==> src/hw/rtl/assert_macros.svh <==
// Assertion helpers shared by the RTL. Each one is clocked on i_clk and
// is held off while i_rst_n is low.
`ifndef ASSERT_MACROS_SVH
`define ASSERT_MACROS_SVH

// Same-cycle implication
`define ASSERT_IMPL(lbl, ante, cons, msg) \
    lbl: assert property (@(posedge i_clk) disable iff (!i_rst_n) (ante) |-> (cons)) \
        else $error(msg);

// Next-cycle implication
`define ASSERT_NEXT(lbl, ante, cons, msg) \
    lbl: assert property (@(posedge i_clk) disable iff (!i_rst_n) (ante) |=> (cons)) \
        else $error(msg);

`endif

==> src/hw/rtl/alb_pkg.sv <==
`timescale 1ns / 1ps

package alb_pkg;

    // Configuration register indexes
    typedef enum logic [2:0] {
        REG_ON_TIME       = 3'd0,
        REG_IDLE_OFF      = 3'd1,
        REG_RECEIVE_OFF   = 3'd2,
        REG_TRANSMIT_OFF  = 3'd3,
        REG_SLEEP_OFF     = 3'd4,
        REG_PULSE_TIME    = 3'd5,
        REG_START_DELAY   = 3'd6
    } t_reg_idx;

    localparam int unsigned CFG_INDEX_BITS = 3;
    localparam int unsigned CFG_DATA_BITS  = 16;

    // Reset values in milliseconds
    localparam int unsigned ON_TIME_RESET      = 80;
    localparam int unsigned IDLE_OFF_RESET     = 500;
    localparam int unsigned RECEIVE_OFF_RESET  = 180;
    localparam int unsigned TRANSMIT_OFF_RESET = 120;
    localparam int unsigned SLEEP_OFF_RESET    = 1200;
    localparam int unsigned PULSE_TIME_RESET   = 120;
    localparam int unsigned START_DELAY_RESET  = 100;

    // Item modes
    localparam logic MODE_TICK  = 1'b0;
    localparam logic MODE_EVENT = 1'b1;

    // One input word
    typedef struct packed {
        logic mode;
        logic sleeping;
        logic transmit_busy;
        logic receive_enabled;
    } t_item;

    // Blink state seen by the top level
    typedef struct packed {
        logic led_lit;
        logic pulse_active;
    } t_status;

endpackage

==> src/hw/rtl/activity_led_blinker_core.sv <==
// Activity LED blinker. Each input word is either a one-millisecond tick
// (mode 0) or an event (mode 1) that fires a one-shot pulse; every word
// yields exactly one led_level word giving the LED drive after it. Words
// are taken one per clock while results are being taken: a word is held
// in the input register while the countdown update (one decrement and zero
// compare per counter) runs, and its result is then registered in the
// output register and offered until it is taken. While a result waits
// to be taken, one more word can enter the input register; after that the
// input stalls until the result is taken.
// Registers are written through the cfg port (index 0 on_time .. 6
// start_delay, indexes 7 and up ignored); writing start_delay also reloads
// the wait counter. Configure only while no word is in flight.
`timescale 1ns / 1ps
`include "assert_macros.svh"

module activity_led_blinker_core #(
    parameter int DURATION_BITS = 16
) (
    input  logic                                i_clk,
    input  logic                                i_rst_n,
    input  logic                                i_in_valid,
    output logic                                o_in_ready,
    input  logic                                i_mode,
    input  logic                                i_sleeping,
    input  logic                                i_transmit_busy,
    input  logic                                i_receive_enabled,
    output logic                                o_out_valid,
    input  logic                                i_out_ready,
    output logic                                o_led_level,
    input  logic                                i_cfg_valid,
    output logic                                o_cfg_ready,
    input  logic [alb_pkg::CFG_INDEX_BITS-1:0]  i_cfg_index,
    input  logic [alb_pkg::CFG_DATA_BITS-1:0]   i_cfg_data
);
    import alb_pkg::*;

    logic                     r_in_valid;
    t_item                    r_item;
    logic                     r_out_valid;
    logic                     r_led_level;
    logic                     fire;
    logic                     event_fire;
    logic                     led_next;
    t_status                  status;

    logic [DURATION_BITS-1:0] on_time;
    logic [DURATION_BITS-1:0] idle_off;
    logic [DURATION_BITS-1:0] receive_off;
    logic [DURATION_BITS-1:0] transmit_off;
    logic [DURATION_BITS-1:0] sleep_off;
    logic [DURATION_BITS-1:0] pulse_time;
    logic                     delay_load;
    logic [DURATION_BITS-1:0] delay_value;

    // word advances when the result slot is free or being drained
    assign fire        = r_in_valid && (!r_out_valid || i_out_ready);
    assign o_in_ready  = !r_in_valid || fire;
    assign o_cfg_ready = 1'b1;
    assign event_fire  = fire && (r_item.mode == MODE_EVENT);

    // input register
    always_ff @(posedge i_clk) begin
        if (!i_rst_n) begin
            r_in_valid <= 1'b0;
        end else if (o_in_ready) begin
            r_in_valid <= i_in_valid;
        end
    end

    always_ff @(posedge i_clk) begin
        if (i_in_valid && o_in_ready) begin
            r_item <= '{mode: i_mode, sleeping: i_sleeping,
                        transmit_busy: i_transmit_busy,
                        receive_enabled: i_receive_enabled};
        end
    end

    alb_cfg_regs #(
        .DURATION_BITS (DURATION_BITS)
    ) u_cfg_regs (
        .i_clk          (i_clk),
        .i_rst_n        (i_rst_n),
        .i_cfg_valid    (i_cfg_valid),
        .i_cfg_index    (i_cfg_index),
        .i_cfg_data     (i_cfg_data),
        .o_on_time      (on_time),
        .o_idle_off     (idle_off),
        .o_receive_off  (receive_off),
        .o_transmit_off (transmit_off),
        .o_sleep_off    (sleep_off),
        .o_pulse_time   (pulse_time),
        .o_delay_load   (delay_load),
        .o_delay_value  (delay_value)
    );

    alb_timer #(
        .DURATION_BITS (DURATION_BITS)
    ) u_timer (
        .i_clk          (i_clk),
        .i_rst_n        (i_rst_n),
        .i_step         (fire),
        .i_item         (r_item),
        .i_on_time      (on_time),
        .i_idle_off     (idle_off),
        .i_receive_off  (receive_off),
        .i_transmit_off (transmit_off),
        .i_sleep_off    (sleep_off),
        .i_pulse_time   (pulse_time),
        .i_delay_load   (delay_load),
        .i_delay_value  (delay_value),
        .o_status       (status),
        .o_led_next     (led_next)
    );

    // result register
    always_ff @(posedge i_clk) begin
        if (!i_rst_n) begin
            r_out_valid <= 1'b0;
        end else if (fire) begin
            r_out_valid <= 1'b1;
        end else if (i_out_ready) begin
            r_out_valid <= 1'b0;
        end
    end

    always_ff @(posedge i_clk) begin
        if (fire) begin
            r_led_level <= led_next;
        end
    end

    assign o_out_valid = r_out_valid;
    assign o_led_level = r_led_level;

    // checks
    `ASSERT_IMPL(a_pulse_lit, status.pulse_active, status.led_lit, "pulse active with LED dark")
    `ASSERT_NEXT(a_event_lit, event_fire, o_out_valid && o_led_level, "event did not light LED")
    `ASSERT_NEXT(a_result_match, fire, o_out_valid && (o_led_level == status.led_lit), "stale LED")

endmodule

==> src/hw/rtl/alb_cfg_regs.sv <==
`timescale 1ns / 1ps

module alb_cfg_regs #(
    parameter int DURATION_BITS = 16
) (
    input  logic                                 i_clk,
    input  logic                                 i_rst_n,
    input  logic                                 i_cfg_valid,
    input  logic [alb_pkg::CFG_INDEX_BITS-1:0]   i_cfg_index,
    input  logic [alb_pkg::CFG_DATA_BITS-1:0]    i_cfg_data,
    output logic [DURATION_BITS-1:0]             o_on_time,
    output logic [DURATION_BITS-1:0]             o_idle_off,
    output logic [DURATION_BITS-1:0]             o_receive_off,
    output logic [DURATION_BITS-1:0]             o_transmit_off,
    output logic [DURATION_BITS-1:0]             o_sleep_off,
    output logic [DURATION_BITS-1:0]             o_pulse_time,
    output logic                                 o_delay_load,
    output logic [DURATION_BITS-1:0]             o_delay_value
);
    import alb_pkg::*;

    logic [DURATION_BITS-1:0] r_on_time;
    logic [DURATION_BITS-1:0] r_idle_off;
    logic [DURATION_BITS-1:0] r_receive_off;
    logic [DURATION_BITS-1:0] r_transmit_off;
    logic [DURATION_BITS-1:0] r_sleep_off;
    logic [DURATION_BITS-1:0] r_pulse_time;
    logic [DURATION_BITS-1:0] wr_value;

    // write data kept to the duration width
    assign wr_value = DURATION_BITS'(i_cfg_data);

    // register file, out-of-range indexes dropped
    always_ff @(posedge i_clk) begin
        if (!i_rst_n) begin
            r_on_time      <= DURATION_BITS'(ON_TIME_RESET);
            r_idle_off     <= DURATION_BITS'(IDLE_OFF_RESET);
            r_receive_off  <= DURATION_BITS'(RECEIVE_OFF_RESET);
            r_transmit_off <= DURATION_BITS'(TRANSMIT_OFF_RESET);
            r_sleep_off    <= DURATION_BITS'(SLEEP_OFF_RESET);
            r_pulse_time   <= DURATION_BITS'(PULSE_TIME_RESET);
        end else if (i_cfg_valid) begin
            case (i_cfg_index)
                REG_ON_TIME:      r_on_time      <= wr_value;
                REG_IDLE_OFF:     r_idle_off     <= wr_value;
                REG_RECEIVE_OFF:  r_receive_off  <= wr_value;
                REG_TRANSMIT_OFF: r_transmit_off <= wr_value;
                REG_SLEEP_OFF:    r_sleep_off    <= wr_value;
                REG_PULSE_TIME:   r_pulse_time   <= wr_value;
                default: ;
            endcase
        end
    end

    // start delay lives only in the wait counter
    assign o_delay_load  = i_cfg_valid && (i_cfg_index == REG_START_DELAY);
    assign o_delay_value = wr_value;

    assign o_on_time      = r_on_time;
    assign o_idle_off     = r_idle_off;
    assign o_receive_off  = r_receive_off;
    assign o_transmit_off = r_transmit_off;
    assign o_sleep_off    = r_sleep_off;
    assign o_pulse_time   = r_pulse_time;

endmodule

==> src/hw/rtl/alb_timer.sv <==
`timescale 1ns / 1ps

module alb_timer #(
    parameter int DURATION_BITS = 16
) (
    input  logic                     i_clk,
    input  logic                     i_rst_n,
    input  logic                     i_step,
    input  alb_pkg::t_item           i_item,
    input  logic [DURATION_BITS-1:0] i_on_time,
    input  logic [DURATION_BITS-1:0] i_idle_off,
    input  logic [DURATION_BITS-1:0] i_receive_off,
    input  logic [DURATION_BITS-1:0] i_transmit_off,
    input  logic [DURATION_BITS-1:0] i_sleep_off,
    input  logic [DURATION_BITS-1:0] i_pulse_time,
    input  logic                     i_delay_load,
    input  logic [DURATION_BITS-1:0] i_delay_value,
    output alb_pkg::t_status         o_status,
    output logic                     o_led_next
);
    import alb_pkg::*;

    localparam int WAIT_BITS = DURATION_BITS + 1;

    logic                     r_led_lit, n_led_lit;
    logic                     r_pulse_active, n_pulse_active;
    logic [DURATION_BITS-1:0] r_pulse_rem, n_pulse_rem;
    logic [WAIT_BITS-1:0]     r_wait_rem, n_wait_rem;

    logic [DURATION_BITS-1:0] pulse_dec;
    logic [WAIT_BITS-1:0]     wait_dec;
    logic [DURATION_BITS-1:0] off_time;

    // saturating countdowns
    assign pulse_dec = (r_pulse_rem != '0) ? r_pulse_rem - 1'b1 : '0;
    assign wait_dec  = (r_wait_rem != '0) ? r_wait_rem - 1'b1 : '0;

    // off time by flag priority
    always_comb begin
        if (i_item.sleeping) begin
            off_time = i_sleep_off;
        end else if (i_item.transmit_busy) begin
            off_time = i_transmit_off;
        end else if (i_item.receive_enabled) begin
            off_time = i_receive_off;
        end else begin
            off_time = i_idle_off;
        end
    end

    // next blink state for the current word
    always_comb begin
        n_led_lit      = r_led_lit;
        n_pulse_active = r_pulse_active;
        n_pulse_rem    = r_pulse_rem;
        n_wait_rem     = r_wait_rem;
        if (i_item.mode == MODE_EVENT) begin
            n_pulse_rem    = i_pulse_time;
            n_wait_rem     = WAIT_BITS'(i_pulse_time) + WAIT_BITS'(i_on_time);
            n_pulse_active = 1'b1;
            n_led_lit      = 1'b1;
        end else begin
            n_pulse_rem = pulse_dec;
            n_wait_rem  = wait_dec;
            if (r_pulse_active) begin
                if (pulse_dec == '0) begin
                    n_pulse_active = 1'b0;
                    n_led_lit      = 1'b0;
                end
            end else if (wait_dec == '0) begin
                if (r_led_lit) begin
                    n_led_lit  = 1'b0;
                    n_wait_rem = WAIT_BITS'(off_time);
                end else begin
                    n_led_lit  = 1'b1;
                    n_wait_rem = WAIT_BITS'(i_on_time);
                end
            end
        end
    end

    // state registers; a start delay write reloads the wait counter
    always_ff @(posedge i_clk) begin
        if (!i_rst_n) begin
            r_led_lit      <= 1'b0;
            r_pulse_active <= 1'b0;
            r_pulse_rem    <= '0;
            r_wait_rem     <= WAIT_BITS'(DURATION_BITS'(START_DELAY_RESET));
        end else begin
            if (i_step) begin
                r_led_lit      <= n_led_lit;
                r_pulse_active <= n_pulse_active;
                r_pulse_rem    <= n_pulse_rem;
                r_wait_rem     <= n_wait_rem;
            end
            if (i_delay_load) begin
                r_wait_rem <= WAIT_BITS'(i_delay_value);
            end
        end
    end

    assign o_led_next            = n_led_lit;
    assign o_status.led_lit      = r_led_lit;
    assign o_status.pulse_active = r_pulse_active;

endmodule

==> config.mk <==
export PLATFORM = sky130hd
export DESIGN_NAME = activity_led_blinker_core
export DESIGN_NICKNAME = d
export VERILOG_FILES = /design/src/hw/rtl/alb_pkg.sv /design/src/hw/rtl/activity_led_blinker_core.sv /design/src/hw/rtl/alb_cfg_regs.sv /design/src/hw/rtl/alb_timer.sv
export VERILOG_INCLUDE_DIRS = /design/src /design/src/hw/rtl
export SDC_FILE = /design/constraint.sdc
export NUM_CORES = 1
export LEC_CHECK = 0
export BUFFER_PORTS_ARGS = -buffer_cell sky130_fd_sc_hd__buf_2
export CORE_UTILIZATION = 48
export DETAILED_ROUTE_END_ITERATION = 8
export HOLD_SLACK_MARGIN = 0.06
export SLEW_MARGIN = 10
export SYNTH_ARGS = -nofsm -noshare
export SYNTH_HDL_FRONTEND = slang
export SYNTH_SLANG_ARGS = --single-unit
==> constraint.sdc <==
create_clock -name i_clk -period 8 [get_ports i_clk]
set_input_delay 1.2 -clock i_clk [delete_from_list [all_inputs] [get_ports i_clk]]
set_output_delay 1.2 -clock i_clk [all_outputs]
set_load 0.05 [all_outputs]
==> flow_metrics.tcl, run 1 <==
set metrics [dict create \
    status "finished, final reports clean" \
    vdd_ir_drop_max_mv 0.177 \
    power.leakage_nw 3.24 \
    totalNegativeSetupSlack_ns 0 \
    antennaDiodeCount 0 \
    clk_pin_slew_ns 0.06 \
    cts_max_path_buffers 2 \
    place_worst_setup_slack_ns 4.28 \
    rows 46 \
    fin_area_um2 8600 \
    post_cts_buffers 0 \
    p_seq_share_pct 42.8 \
    crit_path_start "u_timer.r_wait_rem[0]$_SDFFE_PN0P_" \
    cts_tree "yes" \
    netlist_top_cells_area "dfxtp_1 (34%), nand2_1 (13%), a21boi_0 (7.7%)" \
    cts_buffers 17 \
    hold_viol 0 \
    criticalPathCategory "reg2reg" \
    syn_to_final_growth_pct 9.86 \
    min_path_type "reg2reg" \
    drt_iter0_markers 677 \
    power_density_nw_per_um2 204 \
    relSlewSlack_pct 20.4 \
    cts_root_buffer "clkbuf_16" \
    antenna_found_initial 0 \
    synth_xor_area_share_pct 2.35 \
    endpoint_kind "flip-flop" \
    hold_slack_ns 0.462 \
    synth_top_area_share_pct 34.0 \
    grt_overflow 0 \
    p_int_mw 1.25 \
    crit_required_ns 8.17 \
    clk_latency_ns 0.42 \
    synth-compound-area-share_pct 24.3 \
    die_x_um 130 \
    drive_gt1_share_pct 8.09 \
    synthMuxAreaShare_pct 4.09 \
    totalWireLength_mm 24.0 \
    synth_warnings 0 \
    crit_arrival_ns 3.72 \
    dpl.hpwl_mm 16.8 \
    finalMaxSlewViolations 0 \
    ant_nets 0 \
    synth_ff_type "dfxtp_1" \
    clkSinkCount 138 \
    finalCriticalPeriod_ns 3.55 \
    hp-start "u_cfg_regs.o_sleep_off[13]$_SDFFE_PN0P_" \
    setup_ws_ns 4.45 \
    final_core_util_pct 54.2 \
    cap_violations 0 \
    reg2reg_depth 9 \
    grt_pass1_vias 6605 \
    fp.dieArea_um2 16800 \
    hold_depth 2 \
    synthCells 1026 \
    worst_setup_path_start_kind "flip-flop" \
    grt_pass1_wl_mm 37.7 \
    first_pass_iters 5 \
    synth_edf_count 5 \
    synth_top_family_by_area "simple AND/OR/NAND/NOR gates" \
    crit_fanout 17 \
    rsz0062_at_grt "no" \
    async_flop_share_pct 0 \
    yosysSeqAreaShare_pct 35.9 \
    postCtsHoldBufs 0 \
    worst_slew_pin_slew_ns 1.16 \
    synth-simple-area-share_pct 25.9 \
    layout.cells.non_filler 1242 \
    netlist.top_cell.by_area "dfxtp_1" \
    htree_levels 4 \
    syn_area_um2 7830 \
    switchingPower_uw 507 \
    num-nets-final 1062 \
    skew_ns 0.00960 \
    combPwrFrac_pct 14.1 \
    synth_seq_cells 138 \
    netSwitchingFraction_pct 28.8 \
    syn_nets 1074 \
    synth_cell_types 69 \
    drcViolationCount 0 \
    post_synth.cell_area_avg_um2 7.63 \
    ioPinCount 32 \
    power_frac_clock_pct 43.1 \
    wl_per_cell_um 19.3 \
    synthAdderAreaFrac_pct 3.29 \
    grt_max_degree 80 \
    fp.coreArea_um2 15900 \
    start_util_pct 49.3 \
    r2r-start "u_timer.r_wait_rem[0]$_SDFFE_PN0P_" \
    layout_common_cells "nand2_1 (265), dfxtp_1 (133), a21boi_0 (80), nor2_1 (58), o21ai_0 (49)" \
    fmax_mhz 281 \
    vias_per_cell 5.87 \
    layout_commonest_cell "nand2_1" \
    portBuffers 30 \
    place_area_um2 8050 \
    post_cts_resized 0 \
    p_total_mw 1.76 \
    period_share_pct 44.4 \
    placed_cells 1211 \
    grt_use_total_pct 29.8 \
    setup_violations 0 \
    vias 7296 \
    gp_congestion 0.955 \
    die_y_um 130 \
]
-- power by group through the flow --
| stage | clock network, mW | logic [mW] | registers [mW] |
|---|---|---|---|
| 2_1_floorplan | 0 | 0.186 | 0.748 |
| 3_3_place_gp | 0 | 0.245 | 0.765 |
| 3_5_place_dp | 0 | 0.244 | 0.765 |
| 4_1_cts | 0.765 | 0.245 | 0.750 |
| 5_1_grt | 0.793 | 0.273 | 0.755 |
| 6_report | 0.758 | 0.247 | 0.752 |
-- worst max-delay path, stage by stage (launching register included) --
cell and delay (ns):
dfxtp_1 0.38, inv_1 0.09, ha_1 0.26, or4b_1 0.63, o31a_1 0.35, nor4_1 0.27
nand4_1 0.18, o31ai_4 0.68, a21oi_1 0.13, a211o_1 0.32
-- synthesized netlist by cell type, drive strengths merged, types with 6 or more instances --
library cell  count
clkbuf           63
inv               9
and2              8
nor3b             6
a211oi           10
dfxtp           133
o2111ai           6
o221ai           10
o21a              6
xor2             10
nor2             58
nand2           265
a21oi            45
nor3             22
buf               7
ha               19
mux2i            32
o211ai           13
nand3            42
a31oi             6
nor2b            12
nor4              9
a21boi           80
xnor2            11
or3               8
o21ai            51
-- state kept, by name (all words and copies together) (netlist names) --
register                   cells
u_cfg_regs.o_sleep_off        16
u_timer.r_pulse_active         1
r_in_valid                     1
u_timer.r_led_lit              1
u_cfg_regs.o_idle_off         16
o_out_valid                    1
u_cfg_regs.o_receive_off      16
u_cfg_regs.o_on_time          16
u_cfg_regs.o_pulse_time       16
u_timer.r_pulse_rem           16
u_timer.r_wait_rem            17
r_item                         4
u_cfg_regs.o_transmit_off     16
o_led_level                    1
-- final cells by class --
class,instances,area (µm²)
clock buffers,20,457
inverters,10,37.5
repair buffers,39,220
fillers,1578,7280
clock inverters,11,97.6
flip-flops and latches,138,2810
multi-input cells,808,4710
well taps,216,270
-- metal layers --
metal | GRT usage, % | vias to the layer above | wire (µm)
met5 | 0 | - | 0
met1 | 41.7 | 3424 | 11200
met3 | 5.37 | 28 | 1510
li1 | - | 3614 | -
met4 | 8.41 | 0 | 405
met2 | 47.1 | 230 | 10900
-- cell families after synthesis --
family | Yosys count
DFF | 138
AOI/OAI and AO/OA | 274
other | 1
and+or+nand+nor | 460
xor gates and xnor gates | 21
adders and majority gates | 20
buffers and inverters | 80
muxes | 32
-- worst paths after layout --
| check | end | slack (ns) |
|---|---|---|
| setup reg to reg | o_led_level$_DFFE_PP_ | 4.45 |
| setup / recovery | o_led_level$_DFFE_PP_ | 4.45 |
| hold reg to reg | u_cfg_regs.o_sleep_off[13]$_SDFFE_PN0P_ | 0.46 |
| hold / removal | u_cfg_regs.o_sleep_off[13]$_SDFFE_PN0P_ | 0.46 |
No activity file was read; power rests on OpenSTA's default activity.
==> run 2, diff against run 1 <==
- PLACE_DENSITY: unset -> 0.67
- clock period: 8 -> 3 ns (I/O delays scaled with it)
==> run 2 against run 1 <==
Clock skew fell by 0.0039 ns. Sequential power rose to 2.6 times the previous value. First-iteration DRC count rose by 13%. Combinational power rose to 2.9 times the previous value. Total power rose to 2.7 times the previous value. Sequential cell count did not move. Non-clock buffer count rose by 29. Count of clock-buffer cells in the layout rose by 1. Hold slack got worse by 0.26 ns. Clock power rose to 2.7 times the previous value. Critical path type unchanged. Largest power group unchanged.
==> flow_metrics.tcl, run 2 (same netlist as run 1, synthesis figures left out) <==
set metrics [dict create \
    status "finished, final reports clean" \
    top_register "u_timer.r_wait_rem" \
    vdd_ir_drop_max_mv 0.425 \
    htree_levels 4 \
    worst_slew_pin_slew_ns 0.808 \
    largest_reg_flops 17 \
    cap_violations 0 \
    cts_tree "yes" \
    hold_viol 0 \
    rsz0062_at_grt "no" \
    relSlewSlack_pct 46.0 \
    fill_cells 1545 \
    grt_overflow 0 \
    reg2reg_depth 9 \
    antennaDiodeCount 0 \
    drcViolationCount 0 \
    hold_depth 1 \
    totalWireLength_mm 23.1 \
    fp.dieArea_um2 16800 \
    grt_use_total_pct 28.9 \
    start_util_pct 49.3 \
    endpoint_kind "flip-flop" \
    layout.cells.non_filler 1272 \
    worst_setup_path_start_kind "flip-flop" \
    period_share_pct 97.8 \
    grt_max_degree 55 \
    antenna_found_initial 0 \
    clkSinkCount 138 \
    drt_iter0_markers 765 \
    clk_latency_ns 0.43 \
    crit_path_start "u_timer.r_pulse_rem[0]$_SDFFE_PN0P_" \
    slowest_delay_ns 0.62 \
    cts_max_path_buffers 2 \
    grt_pass1_wl_mm 37.1 \
    crit_fanout 4 \
    fp.coreArea_um2 15900 \
    clk_pin_slew_ns 0.06 \
    min_path_type "in2reg" \
    path_common_cell "nor4_1" \
    power.leakage_nw 3.40 \
    path_cells "inv_1 -> ha_1 -> or4b_2 -> nor4_1 -> mux2i_1 -> nand3_1 -> nor4_1 -> a21oi_1 -> a211o_1" \
    num-nets-final 1091 \
    gp_congestion 0.961 \
    layout_common_cells "nand2_1 (265), dfxtp_1 (133), a21boi_0 (80), nor2_1 (58), o21ai_0 (49)" \
    ant_nets 0 \
    first_pass_iters 5 \
    vias_per_cell 5.84 \
    drive_gt1_share_pct 11.1 \
    portBuffers 30 \
    crit_required_ns 3.18 \
    layout_commonest_cell "nand2_1" \
    vias 7432 \
    grt_pass1_vias 6770 \
    p_total_mw 4.71 \
    criticalPathCategory "reg2reg" \
    die_x_um 130 \
    hp-start "i_transmit_busy" \
    finalMaxSlewViolations 0 \
    crit_arrival_ns 3.11 \
    rows 46 \
    die_y_um 130 \
    ioPinCount 32 \
    r2r-start "u_timer.r_pulse_rem[0]$_SDFFE_PN0P_" \
    syn_to_final_growth_pct 13.5 \
    power_density_nw_per_um2 530 \
    finalCriticalPeriod_ns 2.93 \
    crit_slowest_cell "or4b_2" \
    wl_per_cell_um 18.2 \
    cts_root_buffer "clkbuf_16" \
    totalNegativeSetupSlack_ns 0 \
    placed_cells 1237 \
    dpl.hpwl_mm 16.7 \
    cts_buffers 17 \
    skew_ns 0.00566 \
    setup_violations 0 \
    fmax_mhz 341 \
]
run 2: cell type report:
cell class,instances,area [µm²],area share [%]
clock buffers,21,482,5.42
clock inverters,11,85.1,0.957
well taps,216,270,3.04
inverters,10,37.5,0.422
flip-flops and latches,138,2810,31.7
multi-input cells,808,4730,53.3
repair buffers,68,467,5.25
run 2: layer usage:
metal  global-route usage, %  vias up  routed length, µm
met1                    40.6     3484              10800
li1                        -     3680                  -
met4                    9.30        0                502
met2                    43.9      237              10300
met5                       0        -                  0
met3                    6.44       31               1480
run 2: repair_timing:
item	4_1_cts	5_1_grt
resized for setup	0	7
buffers inserted	0	3
hold buffers	0	0
setup endpoints to repair	0	12
run 2: where the power goes:
part           leakage, nW  internal [mW]  total (mW)  switching [mW]
logic                 2.00          0.277       0.709           0.432
registers             1.13           1.91        1.99          0.0837
clock network        0.272           1.16        2.01           0.849
run 2: worst max-delay path, delay by kind of cell, from the launching register on:
family	cells	cell delay, ns
AO/OA/AOI/OAI	2	0.45
adder cells (fa/ha/maj)	1	0.17
buffers and inverters	1	0.11
flip-flops	1	0.32
multiplexers	1	0.30
AND/OR/NAND/NOR	4	1.35
run 2: per-stage QoR:
step	instance area [µm²]	utilization, %	hold WS (ns)	worst slack [ns]
after CTS	8810	55.4	0.184	0.0192
after global routing	8890	55.9	0.193	0.00207
after floorplan	7830	-	0.440	0.00262
after global placement	8240	51.9	0.449	0.168
after detailed placement	8240	51.9	0.456	0.0566
final	8890	55.9	0.198	0.0665
run 2: worst paths after layout:
| path | end | slack [ns] |
|---|---|---|
| worst min-delay path | r_item[1]$_DFFE_PP_ | 0.20 |
| worst max register to register | o_led_level$_DFFE_PP_ | 0.07 |
| worst min register to register | u_cfg_regs.o_transmit_off[13]$_SDFFE_PN0P_ | 0.46 |
| worst max-delay path | o_led_level$_DFFE_PP_ | 0.07 |
